==> config.mk <==
export PLATFORM = sky130hd
export DESIGN_NAME = csv_field_splitter_unit_flat
export DESIGN_NICKNAME = d
export VERILOG_FILES = /design/src/rtl/csvfs_pkg.sv /design/src/rtl/csvfs_byte_if.sv /design/src/rtl/csvfs_result_if.sv /design/src/rtl/csvfs_cfg.sv /design/src/rtl/csvfs_decode.sv /design/src/rtl/csvfs_out_reg.sv /design/src/rtl/csv_field_splitter_unit.sv /design/src/flat_wrapper.sv
export SDC_FILE = /design/constraint.sdc
export NUM_CORES = 1
export LEC_CHECK = 0
export BUFFER_PORTS_ARGS = -buffer_cell sky130_fd_sc_hd__buf_2
export CAP_MARGIN = 30
export CORE_ASPECT_RATIO = 0.75
export CORE_UTILIZATION = 60
export DETAILED_ROUTE_END_ITERATION = 12
export GPL_ROUTABILITY_DRIVEN = 1
export PLACE_DENSITY = 0.81
export SYNTH_ARGS = -nofsm -noshare
export SYNTH_HDL_FRONTEND = slang
export SYNTH_SLANG_ARGS = --single-unit
==> constraint.sdc <==
create_clock -name clk -period 3.7 [get_ports clk]
set_input_delay 0.74 -clock clk [delete_from_list [all_inputs] [get_ports clk]]
set_output_delay 0.74 -clock clk [all_outputs]
set_load 0.01 [all_outputs]
==> src/rtl/csvfs_pkg.sv <==
// Shared types and constants for the CSV field splitter.
package csvfs_pkg;

  localparam int unsigned BYTE_W = 8;
  localparam int unsigned CFG_IDX_W = 2;

  localparam logic [BYTE_W-1:0] SEPARATOR_RESET    = 8'd44;
  localparam logic [BYTE_W-1:0] FIRST_QUOTE_RESET  = 8'd34;
  localparam logic [BYTE_W-1:0] SECOND_QUOTE_RESET = 8'd39;

  typedef enum logic [CFG_IDX_W-1:0] {
    REG_SEPARATOR    = 2'd0,
    REG_FIRST_QUOTE  = 2'd1,
    REG_SECOND_QUOTE = 2'd2
  } cfg_reg_t;

  typedef struct packed {
    logic [BYTE_W-1:0] separator_char;
    logic [BYTE_W-1:0] first_quote_char;
    logic [BYTE_W-1:0] second_quote_char;
  } cfg_t;

  typedef struct packed {
    logic [BYTE_W-1:0] out_byte;
    logic              byte_valid;
    logic              field_end;
    logic              record_end;
  } result_t;

endpackage

==> src/rtl/csvfs_byte_if.sv <==
// Input channel: one raw record byte per beat.
interface csvfs_byte_if;
  logic       valid;
  logic       ready;
  logic [7:0] in_byte;
  logic       record_last;

  modport source (output valid, output in_byte, output record_last, input ready);
  modport sink   (input valid, input in_byte, input record_last, output ready);
endinterface

==> src/rtl/csvfs_result_if.sv <==
// Output channel: one decoded result per beat.
interface csvfs_result_if;
  logic       valid;
  logic       ready;
  logic [7:0] out_byte;
  logic       byte_valid;
  logic       field_end;
  logic       record_end;

  modport source (output valid, output out_byte, output byte_valid, output field_end,
                  output record_end, input ready);
  modport sink   (input valid, input out_byte, input byte_valid, input field_end,
                  input record_end, output ready);
endinterface

==> src/rtl/csvfs_cfg.sv <==
// Configuration registers: separator and the two quote bytes.
module csvfs_cfg (
  input  logic                               clk,
  input  logic                               rst,
  input  logic                               cfg_we,
  input  logic [csvfs_pkg::CFG_IDX_W-1:0]    cfg_index,
  input  logic [csvfs_pkg::BYTE_W-1:0]       cfg_data,
  output csvfs_pkg::cfg_t                    cfg
);
  import csvfs_pkg::*;

  always_ff @(posedge clk) begin
    if (rst) begin
      cfg.separator_char    <= SEPARATOR_RESET;
      cfg.first_quote_char  <= FIRST_QUOTE_RESET;
      cfg.second_quote_char <= SECOND_QUOTE_RESET;
    end else if (cfg_we) begin
      // Indexes past the last register are dropped.
      if (cfg_index == REG_SEPARATOR) begin
        cfg.separator_char <= cfg_data;
      end
      if (cfg_index == REG_FIRST_QUOTE) begin
        cfg.first_quote_char <= cfg_data;
      end
      if (cfg_index == REG_SECOND_QUOTE) begin
        cfg.second_quote_char <= cfg_data;
      end
    end
  end

endmodule

==> src/rtl/csvfs_decode.sv <==
// Input register, quote state and the per-byte decode logic.
module csvfs_decode (
  input  logic                          clk,
  input  logic                          rst,
  input  csvfs_pkg::cfg_t               cfg,
  input  logic                          in_valid,
  output logic                          in_ready,
  input  logic [csvfs_pkg::BYTE_W-1:0]  in_byte,
  input  logic                          record_last,
  input  logic                          out_free,
  output logic                          res_load,
  output csvfs_pkg::result_t            res
);
  import csvfs_pkg::*;

  logic              s1_valid;
  logic [BYTE_W-1:0] s1_byte;
  logic              s1_last;

  logic              in_quote;
  logic              in_quote_next;
  logic [BYTE_W-1:0] active_quote;
  logic [BYTE_W-1:0] active_quote_next;
  logic              quote_pending;
  logic              quote_pending_next;

  logic              outside;
  logic              has_result;
  logic              advance;

  always_comb begin
    in_quote_next      = in_quote;
    active_quote_next  = active_quote;
    quote_pending_next = quote_pending;
    outside            = 1'b1;
    res.out_byte       = '0;
    res.byte_valid     = 1'b0;
    res.field_end      = 1'b0;
    res.record_end     = s1_last;

    if (in_quote) begin
      outside = 1'b0;
      if (quote_pending) begin
        quote_pending_next = 1'b0;
        if (s1_byte == active_quote) begin
          res.out_byte   = s1_byte;
          res.byte_valid = 1'b1;
        end else begin
          // A lone quote closed the run; this byte is handled as unquoted.
          in_quote_next     = 1'b0;
          active_quote_next = '0;
          outside           = 1'b1;
        end
      end else if (s1_byte == active_quote) begin
        quote_pending_next = 1'b1;
      end else begin
        res.out_byte   = s1_byte;
        res.byte_valid = 1'b1;
      end
    end

    if (outside) begin
      if (s1_byte == cfg.first_quote_char || s1_byte == cfg.second_quote_char) begin
        in_quote_next      = 1'b1;
        active_quote_next  = s1_byte;
        quote_pending_next = 1'b0;
      end else if (s1_byte == cfg.separator_char) begin
        res.field_end = 1'b1;
      end else begin
        res.out_byte   = s1_byte;
        res.byte_valid = 1'b1;
      end
    end

    if (s1_last) begin
      in_quote_next      = 1'b0;
      active_quote_next  = '0;
      quote_pending_next = 1'b0;
    end
  end

  assign has_result = res.byte_valid | res.field_end | res.record_end;
  // A swallowed quote leaves the stage without needing the output register.
  assign advance    = s1_valid & (out_free | ~has_result);
  assign res_load   = advance & has_result;
  assign in_ready   = ~s1_valid | advance;

  always_ff @(posedge clk) begin
    if (rst) begin
      s1_valid <= 1'b0;
    end else if (in_ready) begin
      s1_valid <= in_valid;
    end
  end

  always_ff @(posedge clk) begin
    if (in_ready && in_valid) begin
      s1_byte <= in_byte;
      s1_last <= record_last;
    end
  end

  always_ff @(posedge clk) begin
    if (rst) begin
      in_quote      <= 1'b0;
      active_quote  <= '0;
      quote_pending <= 1'b0;
    end else if (advance) begin
      in_quote      <= in_quote_next;
      active_quote  <= active_quote_next;
      quote_pending <= quote_pending_next;
    end
  end

  a_pending_needs_run: assert property (@(posedge clk) disable iff (rst)
    quote_pending |-> in_quote)
    else $error("quote pending outside a quoted run");

  a_closed_run_no_quote: assert property (@(posedge clk) disable iff (rst)
    !in_quote |-> active_quote == '0)
    else $error("active quote kept after the run closed");

  a_record_end_clears: assert property (@(posedge clk) disable iff (rst)
    advance && s1_last |=> !in_quote && !quote_pending)
    else $error("quote state survived a record end");

endmodule

==> src/rtl/csvfs_out_reg.sv <==
// Output register that holds one result until the receiver takes it.
module csvfs_out_reg (
  input  logic                clk,
  input  logic                rst,
  input  logic                res_load,
  input  csvfs_pkg::result_t  res,
  output logic                out_free,
  output logic                out_valid,
  input  logic                out_ready,
  output csvfs_pkg::result_t  out_res
);
  import csvfs_pkg::*;

  assign out_free = ~out_valid | out_ready;

  always_ff @(posedge clk) begin
    if (rst) begin
      out_valid <= 1'b0;
    end else if (out_free) begin
      out_valid <= res_load;
    end
  end

  always_ff @(posedge clk) begin
    if (res_load) begin
      out_res <= res;
    end
  end

  a_result_not_empty: assert property (@(posedge clk) disable iff (rst)
    out_valid |-> (out_res.byte_valid || out_res.field_end || out_res.record_end))
    else $error("empty result presented");

  a_byte_zero_when_unused: assert property (@(posedge clk) disable iff (rst)
    out_valid && !out_res.byte_valid |-> out_res.out_byte == '0)
    else $error("stray data byte on a result without one");

endmodule

==> src/rtl/csv_field_splitter_unit.sv <==
// Top level of the CSV field splitter.
//
// din carries one raw byte of a record per beat, with record_last on the
// final byte. dout carries the decoded results: a field byte (byte_valid),
// the end of a field closed by a separator (field_end) and the end of the
// record (record_end), which may come alone or with either of the others.
// An opening or pending quote byte makes no result unless it ends the
// record. Quotes that open or close a run are removed, and doubled quotes
// inside a run give one literal quote. The cfg port writes the separator
// (index 0) and the two quote bytes (indexes 1 and 2); other indexes are
// ignored. The user must write them while the block is idle; the block
// itself does not enforce this. A result passes the input register, then
// the output register. The block takes one byte per cycle unless dout
// stalls; the decode and quote-state update between the two registers
// are combinational. Reset clears both pipeline registers and the quote
// state and restores the default comma, double quote and single quote.
// When dout stalls, the output register holds its result and the input
// register keeps its byte, so din.ready falls only once both are occupied.
module csv_field_splitter_unit (
  input  logic                            clk,
  input  logic                            rst,
  input  logic                            cfg_we,
  input  logic [csvfs_pkg::CFG_IDX_W-1:0] cfg_index,
  input  logic [csvfs_pkg::BYTE_W-1:0]    cfg_data,
  csvfs_byte_if.sink                      din,
  csvfs_result_if.source                  dout
);
  import csvfs_pkg::*;

  cfg_t    cfg;
  result_t res;
  result_t out_res;
  logic    res_load;
  logic    out_free;

  csvfs_cfg u_cfg (
    .clk       (clk),
    .rst       (rst),
    .cfg_we    (cfg_we),
    .cfg_index (cfg_index),
    .cfg_data  (cfg_data),
    .cfg       (cfg)
  );

  csvfs_decode u_decode (
    .clk         (clk),
    .rst         (rst),
    .cfg         (cfg),
    .in_valid    (din.valid),
    .in_ready    (din.ready),
    .in_byte     (din.in_byte),
    .record_last (din.record_last),
    .out_free    (out_free),
    .res_load    (res_load),
    .res         (res)
  );

  csvfs_out_reg u_out_reg (
    .clk       (clk),
    .rst       (rst),
    .res_load  (res_load),
    .res       (res),
    .out_free  (out_free),
    .out_valid (dout.valid),
    .out_ready (dout.ready),
    .out_res   (out_res)
  );

  assign dout.out_byte   = out_res.out_byte;
  assign dout.byte_valid = out_res.byte_valid;
  assign dout.field_end  = out_res.field_end;
  assign dout.record_end = out_res.record_end;

endmodule

==> src/flat_wrapper.sv <==
// flat-port wrapper written by rule: the top's interface ports become plain ports
module csv_field_splitter_unit_flat import csvfs_pkg::*;
  (clk, rst, cfg_we, cfg_index, cfg_data, din_valid, din_in_byte, din_record_last, din_ready, dout_valid, dout_out_byte, dout_byte_valid, dout_field_end, dout_record_end, dout_ready);
  csvfs_byte_if din_i ();
  csvfs_result_if dout_i ();
  input  logic clk;
  input  logic rst;
  input  logic cfg_we;
  input  logic [csvfs_pkg::CFG_IDX_W-1:0] cfg_index;
  input  logic [csvfs_pkg::BYTE_W-1:0] cfg_data;
  input wire logic [$bits(din_i.valid)-1:0] din_valid;
  input wire logic [$bits(din_i.in_byte)-1:0] din_in_byte;
  input wire logic [$bits(din_i.record_last)-1:0] din_record_last;
  output wire logic [$bits(din_i.ready)-1:0] din_ready;
  output wire logic [$bits(dout_i.valid)-1:0] dout_valid;
  output wire logic [$bits(dout_i.out_byte)-1:0] dout_out_byte;
  output wire logic [$bits(dout_i.byte_valid)-1:0] dout_byte_valid;
  output wire logic [$bits(dout_i.field_end)-1:0] dout_field_end;
  output wire logic [$bits(dout_i.record_end)-1:0] dout_record_end;
  input wire logic [$bits(dout_i.ready)-1:0] dout_ready;
  assign din_i.valid = din_valid;
  assign din_i.in_byte = din_in_byte;
  assign din_i.record_last = din_record_last;
  assign din_ready = din_i.ready;
  assign dout_valid = dout_i.valid;
  assign dout_out_byte = dout_i.out_byte;
  assign dout_byte_valid = dout_i.byte_valid;
  assign dout_field_end = dout_i.field_end;
  assign dout_record_end = dout_i.record_end;
  assign dout_i.ready = dout_ready;
  csv_field_splitter_unit u_core (.clk(clk), .rst(rst), .cfg_we(cfg_we), .cfg_index(cfg_index), .cfg_data(cfg_data), .din(din_i), .dout(dout_i));
endmodule
[Word-level counts from Yosys, hierarchy flattened]
Cells that the tools add are included.
Storage, ports and cells
  flip-flop bits (word level): 56
  bits of input ports: 24
  output and inout bits: 13
  word-level logic and storage cells: 64
Operators by class
  eq/ne operators: 6
  multiplexer cells: 28
  bitwise logic cells: 10
  reductions and logical operators: 6
Operator list (count)
  8-bit two-way mux: 6
  9-bit two-way mux: 5
  8-bit equality test: 4
  10-bit two-way mux: 2
  1-bit two-way mux: 15
  2-bit AND reduction: 3
  1-bit OR: 5
  1-bit NOT: 3
  1-bit AND: 2
  2-bit by 1-bit equality test with 1-bit output (second input constant): 1
  2-bit equality test (second input constant): 1
  2-bit zero test: 1
  1-bit logical AND: 1
  1-bit logical OR: 1

[Logic depth before layout (Yosys ltp)]
Gate-level depths: netlist (run 1).
  word-level depth: 14
  mapped depth: 12
  gate-level depth less buffers: 10

[Cells and area by module]
A second synthesis (run 1) with hierarchy kept.
Unflattened totals
  cells, all modules: 270
  area, all modules: 2852.7 µm²
Modules (own cells, without submodules)
  csvfs_decode: times used 1, cells an instance 159, area each 1480.2 µm², seq. area each 490.5 µm²
  csvfs_cfg: times used 1, cells an instance 96, area each 996.0 µm², seq. area each 480.5 µm²
  csvfs_out_reg: times used 1, cells an instance 15, area each 376.6 µm², seq. area each 350.3 µm²

[Worst setup path before layout (run 1)]
No wires, ideal clock.
  path type: reg2out
  from: reg u_core.u_decode.s1_byte[0]
  to: out din_ready
  arrival time: 1.923 ns
  data required time: 2.960 ns
  slack: 1.037 ns
  stages on the path, launching flop included: 11
  path buffers: 1
  cell sequence: edfxtp_1 -> buf_6 -> xor2_1 -> nor2_1 -> and4_1 -> inv_1 -> ha_1 -> nand2b_1 -> o221a_4 -> o21ai_2 -> or2_1
Between the ends
  cells in the longest elaborated chain, start to end: 13
  elaborated cells between the ends (all ways): 22
  classes of those cells: eq/ne (4); mux (11); bitwise (6); reduce/logical (1)
RTL lines
  start, declared: RTL line csvfs_decode.sv:17  | logic [BYTE_W-1:0] s1_byte;
  start signal, assigned: RTL line csvfs_decode.sv:98  | s1_byte <= in_byte;
  8-bit equality test: RTL line csvfs_decode.sv:45, csvfs_decode.sv:54
  9-bit two-way mux, on equally long branches: RTL line csvfs_decode.sv:54, csvfs_decode.sv:45
  9-bit two-way mux: RTL line csvfs_decode.sv:43  | if (quote_pending) begin
  9-bit two-way mux: RTL line csvfs_decode.sv:41  | if (in_quote) begin
  9-bit two-way mux: RTL line csvfs_decode.sv:67  | end else if (s1_byte == cfg.separator_char) begin
  10-bit two-way mux: RTL line csvfs_decode.sv:63  | if (s1_byte == cfg.first_quote_char || s1_byte == cfg.second_quote_char) begin
  10-bit two-way mux *: RTL line csvfs_decode.sv:62  | if (outside) begin
  1-bit OR * (2 in series): RTL line csvfs_decode.sv:82  | assign has_result = res.byte_valid | res.field_end | res.record_end;
  1-bit NOT *: RTL line csvfs_decode.sv:84  | assign advance = s1_valid & (out_free | ~has_result);
  1-bit OR *: RTL line csvfs_decode.sv:84
  1-bit AND *: RTL line csvfs_decode.sv:84
  1-bit OR *: RTL line csvfs_decode.sv:86  | assign in_ready = ~s1_valid | advance;
  end, declared: RTL line flat_wrapper.sv:14  | output wire logic [$bits(din_i.ready)-1:0] din_ready;
Every way passes the cells marked *; elsewhere a longest branch is shown, timed or not.

[Worst setup path in the final report (run 1)]
  from: reg u_core.u_decode.s1_byte[3]
  to: out din_ready
Same word-level chain as after synthesis.

==> results of run 1 <==
==> metal layers <==
| layer | global-route usage | up-vias |
|---|---|---|
| li1 | - | 909 |
| met1 | 0.3324 | 872 |
| met2 | 0.3473 | 60 |
| met3 | 0.04885 | 9 |
| met4 | 0.08831 | 0 |
| met5 | 0 | - |
==> critical path, delay by kind of cell (launching register included) <==
family	cells	cell delay, ns
buf+inv	2	0.19
xor+xnor	1	0.19
flops	1	0.53
compound gates	2	0.36
fa+ha+maj	1	0.21
simple gates	4	0.80
==> logic make-up (layout without fill, tap and decap cells) <==
logic type | count (synthesis) | in the layout | share of synthesized area
simple gates | 79 | 79 | 0.1511
xor+xnor | 33 | 33 | 0.1189
compound gates | 38 | 38 | 0.1171
fa+ha+maj | 2 | 2 | 0.009327
flops | 56 | 56 | 0.4925
mux | 12 | 12 | 0.04478
buf+inv | 32 | 61 | 0.06623
==> area by class of cell <==
cell class | instances | share of cell area
multi-input cells | 164 | 0.4057
inverters | 15 | 0.01930
clock buffers | 6 | 0.02830
flip-flops and latches | 56 | 0.4528
clock inverters | 2 | 0.003431
well taps | 55 | 0.02358
repair buffers | 38 | 0.06690
==> layout by cell type, fill, tap and decap left out, types with 2 or more instances in the layout <==
master,synthesis,routed
clkinv_2,0,2
mux2i_1,12,12
o21ai_0,3,3
nand4_2,2,2
a211o_1,5,5
nand2b_1,3,3
nand3b_1,5,5
xor2_1,16,16
nor4_1,2,2
a221oi_1,8,8
nand3_1,2,2
nor2_1,21,21
o21ai_1,5,5
xnor2_2,4,4
nand4_1,3,3
nand2_1,22,22
dfxtp_1,36,36
nor2b_1,13,13
clkbuf_8,0,6
edfxtp_1,20,20
buf_4,1,2
inv_1,15,15
a21oi_1,6,6
xnor2_1,13,13
ha_1,2,2
buf_2,1,36
==> state kept, by name (all words and copies together) (netlist names) <==
signal and cells:
u_core.u_decode.quote_pending 1, u_core.u_decode.in_quote 1, u_core.u_decode.s1_last 1, u_core.u_out_reg.out_res 11
u_core.u_out_reg.out_valid 1, u_core.u_decode.s1_valid 1, u_core.u_cfg.cfg 24, u_core.u_decode.active_quote 8
u_core.u_decode.s1_byte 8
==> path summary, 6_finish.rpt <==
kind | start | endpoint | cells after the start
setup reg to reg | u_core.u_decode.s1_byte[3] | u_core.u_decode.s1_byte[2] | 10
hold reg to reg | u_core.u_cfg.cfg[4] | u_core.u_cfg.cfg[4] | 2
setup / recovery | u_core.u_decode.s1_byte[3] | din_ready | 10
hold / removal | u_core.u_cfg.cfg[4] | u_core.u_cfg.cfg[4] | 2
==> where the power goes <==
group	total [mW]	internal (mW)	switching, mW	leakage [nW]
sequential	0.687	0.663	0.0238	0.484
combinational	0.117	0.0545	0.0622	0.644
clock	0.340	0.150	0.190	0.0510
==> stage by stage <==
stage / utilization / std cells / hold WS [ns] / total power, mW / area (um^2)
floorplan: - / 252 / 0.4488 / 0.7850 / 2683
global placement: 0.6760 / 328 / 0.4610 / 0.8140 / 2825
detailed placement: 0.6760 / 328 / 0.4642 / 0.8162 / 2825
CTS: 0.6982 / 336 / 0.4783 / 1.147 / 2918
global route: 0.6982 / 336 / 0.5128 / 1.181 / 2918
finish: 0.6982 / 336 / 0.4759 / 1.143 / 2918
==> flow_metrics.env, run 1 <==
export IMPL_outcome="finished clean"
export IMPL_synth_avg_cell_area_um2=10.65
export IMPL_slew_headroom=0.5614
export IMPL_antenna_found_initial=0
export IMPL_setup_viol=0
export IMPL_fin_nets=306
export IMPL_drt_total_wl_mm=4.966
export IMPL_cp_end_kind="output pin"
export IMPL_postSynthCellCount=252
export IMPL_grt_pass1_wl_mm=8.107
export IMPL_power_density_nw_per_um2=391.7
export IMPL_yosys_area_top_type="dfxtp_1"
export IMPL_ir_drop_uv=230.7
export IMPL_cts_hold_buf=0
export IMPL_timing_fmax_mhz=300.2
export IMPL_drv_cap=0
export IMPL_cts_buffer_depth=2
export IMPL_skew_ns=0.006157
export IMPL_route_met3_wl_um=301
export IMPL_ios=37
export IMPL_cts_sinks=56
export IMPL_diodes=0
export IMPL_synth_common_cells="dfxtp_1 (36), nand2_1 (22), nor2_1 (21), edfxtp_1 (20), xor2_1 (16)"
export IMPL_num_vias=1850
export IMPL_drt_wirelength_per_cell_um=14.78
export IMPL_synth_area_leaders="dfxtp_1 (27%), edfxtp_1 (22%), xor2_1 (5.2%)"
export IMPL_ant_nets=0
export IMPL_postCtsSetupBuffers=0
export IMPL_min_period_ns=3.331
export IMPL_start_util=0.6419
export IMPL_wl_met1_mm=2.482
export IMPL_cts_inserted_buffers=5
export IMPL_drive_gt1_frac=0.2135
export IMPL_crit_arrival_ns=2.59
export IMPL_slowest_stage="edfxtp_1"
export IMPL_gr_usage_all_layers=0.2323
export IMPL_synth_distinct_cells=44
export IMPL_period_share=0.9003
export IMPL_firstDrtPassIters=4
export IMPL_grt_max_degree=38
export IMPL_area_growth_pct=8.769
export IMPL_ys_warn_count=0
export IMPL_worst_setup_path_type="reg -> out"
export IMPL_die_area_um2=4745
export IMPL_cts_tree="yes"
export IMPL_yosys_area_top_type_share=0.2687
export IMPL_synthArstFlopShare=0
export IMPL_leakage_nw=1.179
export IMPL_fill_cells=304
export IMPL_cts_root_buffer="clkbuf_8"
export IMPL_final_seq_area_um2=1321
export IMPL_route_detailed_drc=0
export IMPL_post_cts_resized=0
export IMPL_ys_ff_latch=56
export IMPL_synth_flop_cell="dfxtp_1"
export IMPL_dr_wl_met2_mm=2.104
export IMPL_dp_slack_ns=0.7281
export IMPL_dr_max_layer_used="met4"
export IMPL_path_cells="xor2_1 > nor2_1 > and4_1 > inv_1 > ha_1 > nand2b_1 > o221a_4 > o21ai_2 > or2_1 > buf_2"
export IMPL_die_y_um=59.91
export IMPL_slowest_delay_ns=0.53
export IMPL_r2r_setup_slack_ns=0.81
export IMPL_worstSetupStartpointType="flip-flop"
export IMPL_grt_setup_unrepaired="false"
export IMPL_min_path_type="reg -> reg"
export IMPL_yosysMostFrequentCell="dfxtp_1"
export IMPL_grt_overflow=0
export IMPL_hpwlAfterDp_mm=3.720
export IMPL_io_buffers=36
export IMPL_path_clk_slew_ns=0.09
export IMPL_placeableCoreArea_um2=4179
export IMPL_multi_input_area_um2=1184
export IMPL_drtIter0Drc=126
export IMPL_finalSetupTns_ns=0
export IMPL_die_w_um=79.21
export IMPL_syn_num_nets=278
export IMPL_critPathRequiredTime_ns=2.96
export IMPL_via_per_inst=5.506
export IMPL_h_tree_depth=2
export IMPL_seq_area_frac_synth=0.4925
export IMPL_critPathMaxFanout=6
export IMPL_synth_edff_count=20
export IMPL_setup_slack_ns=0.3690
export IMPL_hold_violations=0
export IMPL_synthesis_area_um2=2683
export IMPL_place_gp_congestion=0.8342
export IMPL_grt_pass1_vias=1709
export IMPL_finalMaxSlewViolations=0
export IMPL_tightest_slew_ns=0.6579
export IMPL_insertion_delay_ns=0.31
export IMPL_rows=20
(Power assumes the default switching activity.)
==> inputs of run 2 (changes only) <==
- CELL_PAD_IN_SITES_DETAIL_PLACEMENT: default -> 0
- CELL_PAD_IN_SITES_GLOBAL_PLACEMENT: default -> 1
- CORE_UTILIZATION: 60 -> 48
- CTS_BUF_LIST: default -> sky130_fd_sc_hd__clkbuf_16
- PLACE_DENSITY: 0.81 -> 0.82
==> run 2 against run 1 <==
  * Total power rose by 9.5%
  * Combinational power is essentially flat
  * Worst setup slack improved by 0.033 ns
  * Fmax grew 0.99%
  * Non-clock buffer count shrank 1
  * Wire length increased by 6.3%
  * Flip-flop and latch count is the same
  * Critical endpoint unchanged
  * Highest routed layer unchanged
==> flow_metrics.env, run 2 (synthesis results as in run 1) <==
export IMPL_outcome="finished clean"
export IMPL_path_clk_slew_ns=0.07
export IMPL_min_path_type="reg -> reg"
export IMPL_place_gp_congestion=0.8137
export IMPL_drv_cap=0
export IMPL_drive_gt1_frac=0.2000
export IMPL_via_per_inst=5.014
export IMPL_drt_wirelength_per_cell_um=14.86
export IMPL_worstSetupStartpointType="flip-flop"
export IMPL_cts_root_buffer="clkbuf_16"
export IMPL_post_cts_resized=0
export IMPL_diodes=0
export IMPL_h_tree_depth=2
export IMPL_start_util=0.5012
export IMPL_critPathMaxFanout=6
export IMPL_io_buffers=36
export IMPL_period_share=0.8914
export IMPL_ant_nets=0
export IMPL_crit_arrival_ns=2.56
export IMPL_drtIter0Drc=116
export IMPL_die_y_um=66.74
export IMPL_fin_nets=305
export IMPL_switching_power_uw=290.4
export IMPL_hpwlAfterDp_mm=3.897
export IMPL_ios=37
export IMPL_cts_hold_buf=0
export IMPL_die_area_um2=5894
export IMPL_cts_tree="yes"
export IMPL_mostFrequentLayoutCells="buf_2 (36), dfxtp_1 (36), nand2_1 (22), nor2_1 (21), edfxtp_1 (20)"
export IMPL_antenna_found_initial=0
export IMPL_cts_inserted_buffers=5
export IMPL_hold_violations=0
export IMPL_route_detailed_drc=0
export IMPL_num_vias=1780
export IMPL_insertion_delay_ns=0.29
export IMPL_min_period_ns=3.298
export IMPL_timing_fmax_mhz=303.2
export IMPL_cp_end_kind="output pin"
export IMPL_largest_register_ffs=24
export IMPL_grt_overflow=0
export IMPL_area_growth_pct=11.05
export IMPL_leakage_nw=1.196
export IMPL_die_w_um=88.32
export IMPL_grt_pass1_vias=1660
export IMPL_skew_ns=0.005602
export IMPL_cts_sinks=56
export IMPL_grt_setup_unrepaired="false"
export IMPL_grt_pass1_wl_mm=8.390
export IMPL_largestRegisters="u_core.u_cfg.cfg x24, u_core.u_out_reg.out_res x11"
export IMPL_top_register="u_core.u_cfg.cfg"
export IMPL_postCtsSetupBuffers=0
export IMPL_rows=23
export IMPL_finalMaxSlewViolations=0
export IMPL_grt_max_degree=38
export IMPL_ir_drop_uv=236.0
export IMPL_p_int_uw=961.3
export IMPL_critPathRequiredTime_ns=2.96
export IMPL_cts_buffer_depth=2
export IMPL_seq_power_share=0.549
export IMPL_drt_total_wl_mm=5.277
export IMPL_power_density_nw_per_um2=420.2
export IMPL_slew_headroom=0.4489
export IMPL_power_frac_comb=0.093
export IMPL_finalSetupTns_ns=0
export IMPL_gr_usage_all_layers=0.1979
export IMPL_power_total_mw=1.252
export IMPL_switching_share=0.2320
export IMPL_placeableCoreArea_um2=5353
export IMPL_tightest_slew_ns=0.8237
export IMPL_setup_viol=0
export IMPL_worst_setup_path_type="reg -> out"
export IMPL_rr_worst_depth=10
export IMPL_firstDrtPassIters=4
export IMPL_clockPowerShare=0.358
export IMPL_whs_path_depth=2
-- run 2: metrics by stage --
step                      worst slack (ns)  std cells  instance area (um^2)    util  hold WS [ns]
after global routing                0.1604        355                  2979  0.5566        0.4916
after global placement              0.7666        347                  2843  0.5311        0.4625
after floorplan                      1.037        252                  2683       -        0.4488
after detailed placement            0.7272        347                  2843  0.5311        0.4635
final                               0.4016        355                  2979  0.5566        0.4709
after CTS                           0.4086        355                  2979  0.5566        0.4723
-- run 2: routing by layer --
layer,up-vias,track usage,part of all wire
met5,-,0,0
met4,0,0.07661,0.014
met3,7,0.04089,0.038
met2,41,0.2788,0.41
met1,821,0.2927,0.54
li1,911,-,-
-- run 2: path summary, 6_finish.rpt --
path	endpoint	slack, ns	startpoint
max	din_ready	0.40	u_core.u_decode.s1_byte[3]
min reg2reg	u_core.u_cfg.cfg[4]	0.47	u_core.u_cfg.cfg[4]
max reg2reg	u_core.u_decode.s1_byte[1]	0.78	u_core.u_decode.s1_byte[3]
min	u_core.u_cfg.cfg[4]	0.47	u_core.u_cfg.cfg[4]
-- run 2: critical path, cell delays in order, from the launching register on --
cell	delay, ns
edfxtp_1	0.52
xor2_1	0.19
nor2_1	0.19
and4_1	0.27
inv_1	0.06
ha_1	0.20
nand2b_1	0.19
o221a_4	0.18
o21ai_2	0.18
or2_1	0.15
buf_2	0.13
-- run 2: power groups by stage --
stage	logic (mW)	clock network, mW	registers [mW]
6_report	0.116	0.448	0.687
5_1_grt	0.129	0.477	0.690
4_1_cts	0.117	0.455	0.687
3_5_place_dp	0.116	0	0.701
3_3_place_gp	0.116	0	0.700
2_1_floorplan	0.0944	0	0.691
-- run 2: area by class of cell --
| type | count | area, um^2 |
|---|---|---|
| fillers | 499 | 2374 |
| flip-flops and latches | 56 | 1321 |
| multi-input cells | 164 | 1184 |
| repair buffers | 37 | 187.7 |
| clock buffers | 5 | 125.1 |
| well taps | 75 | 93.84 |
| inverters | 15 | 56.30 |
| clock inverters | 3 | 11.26 |
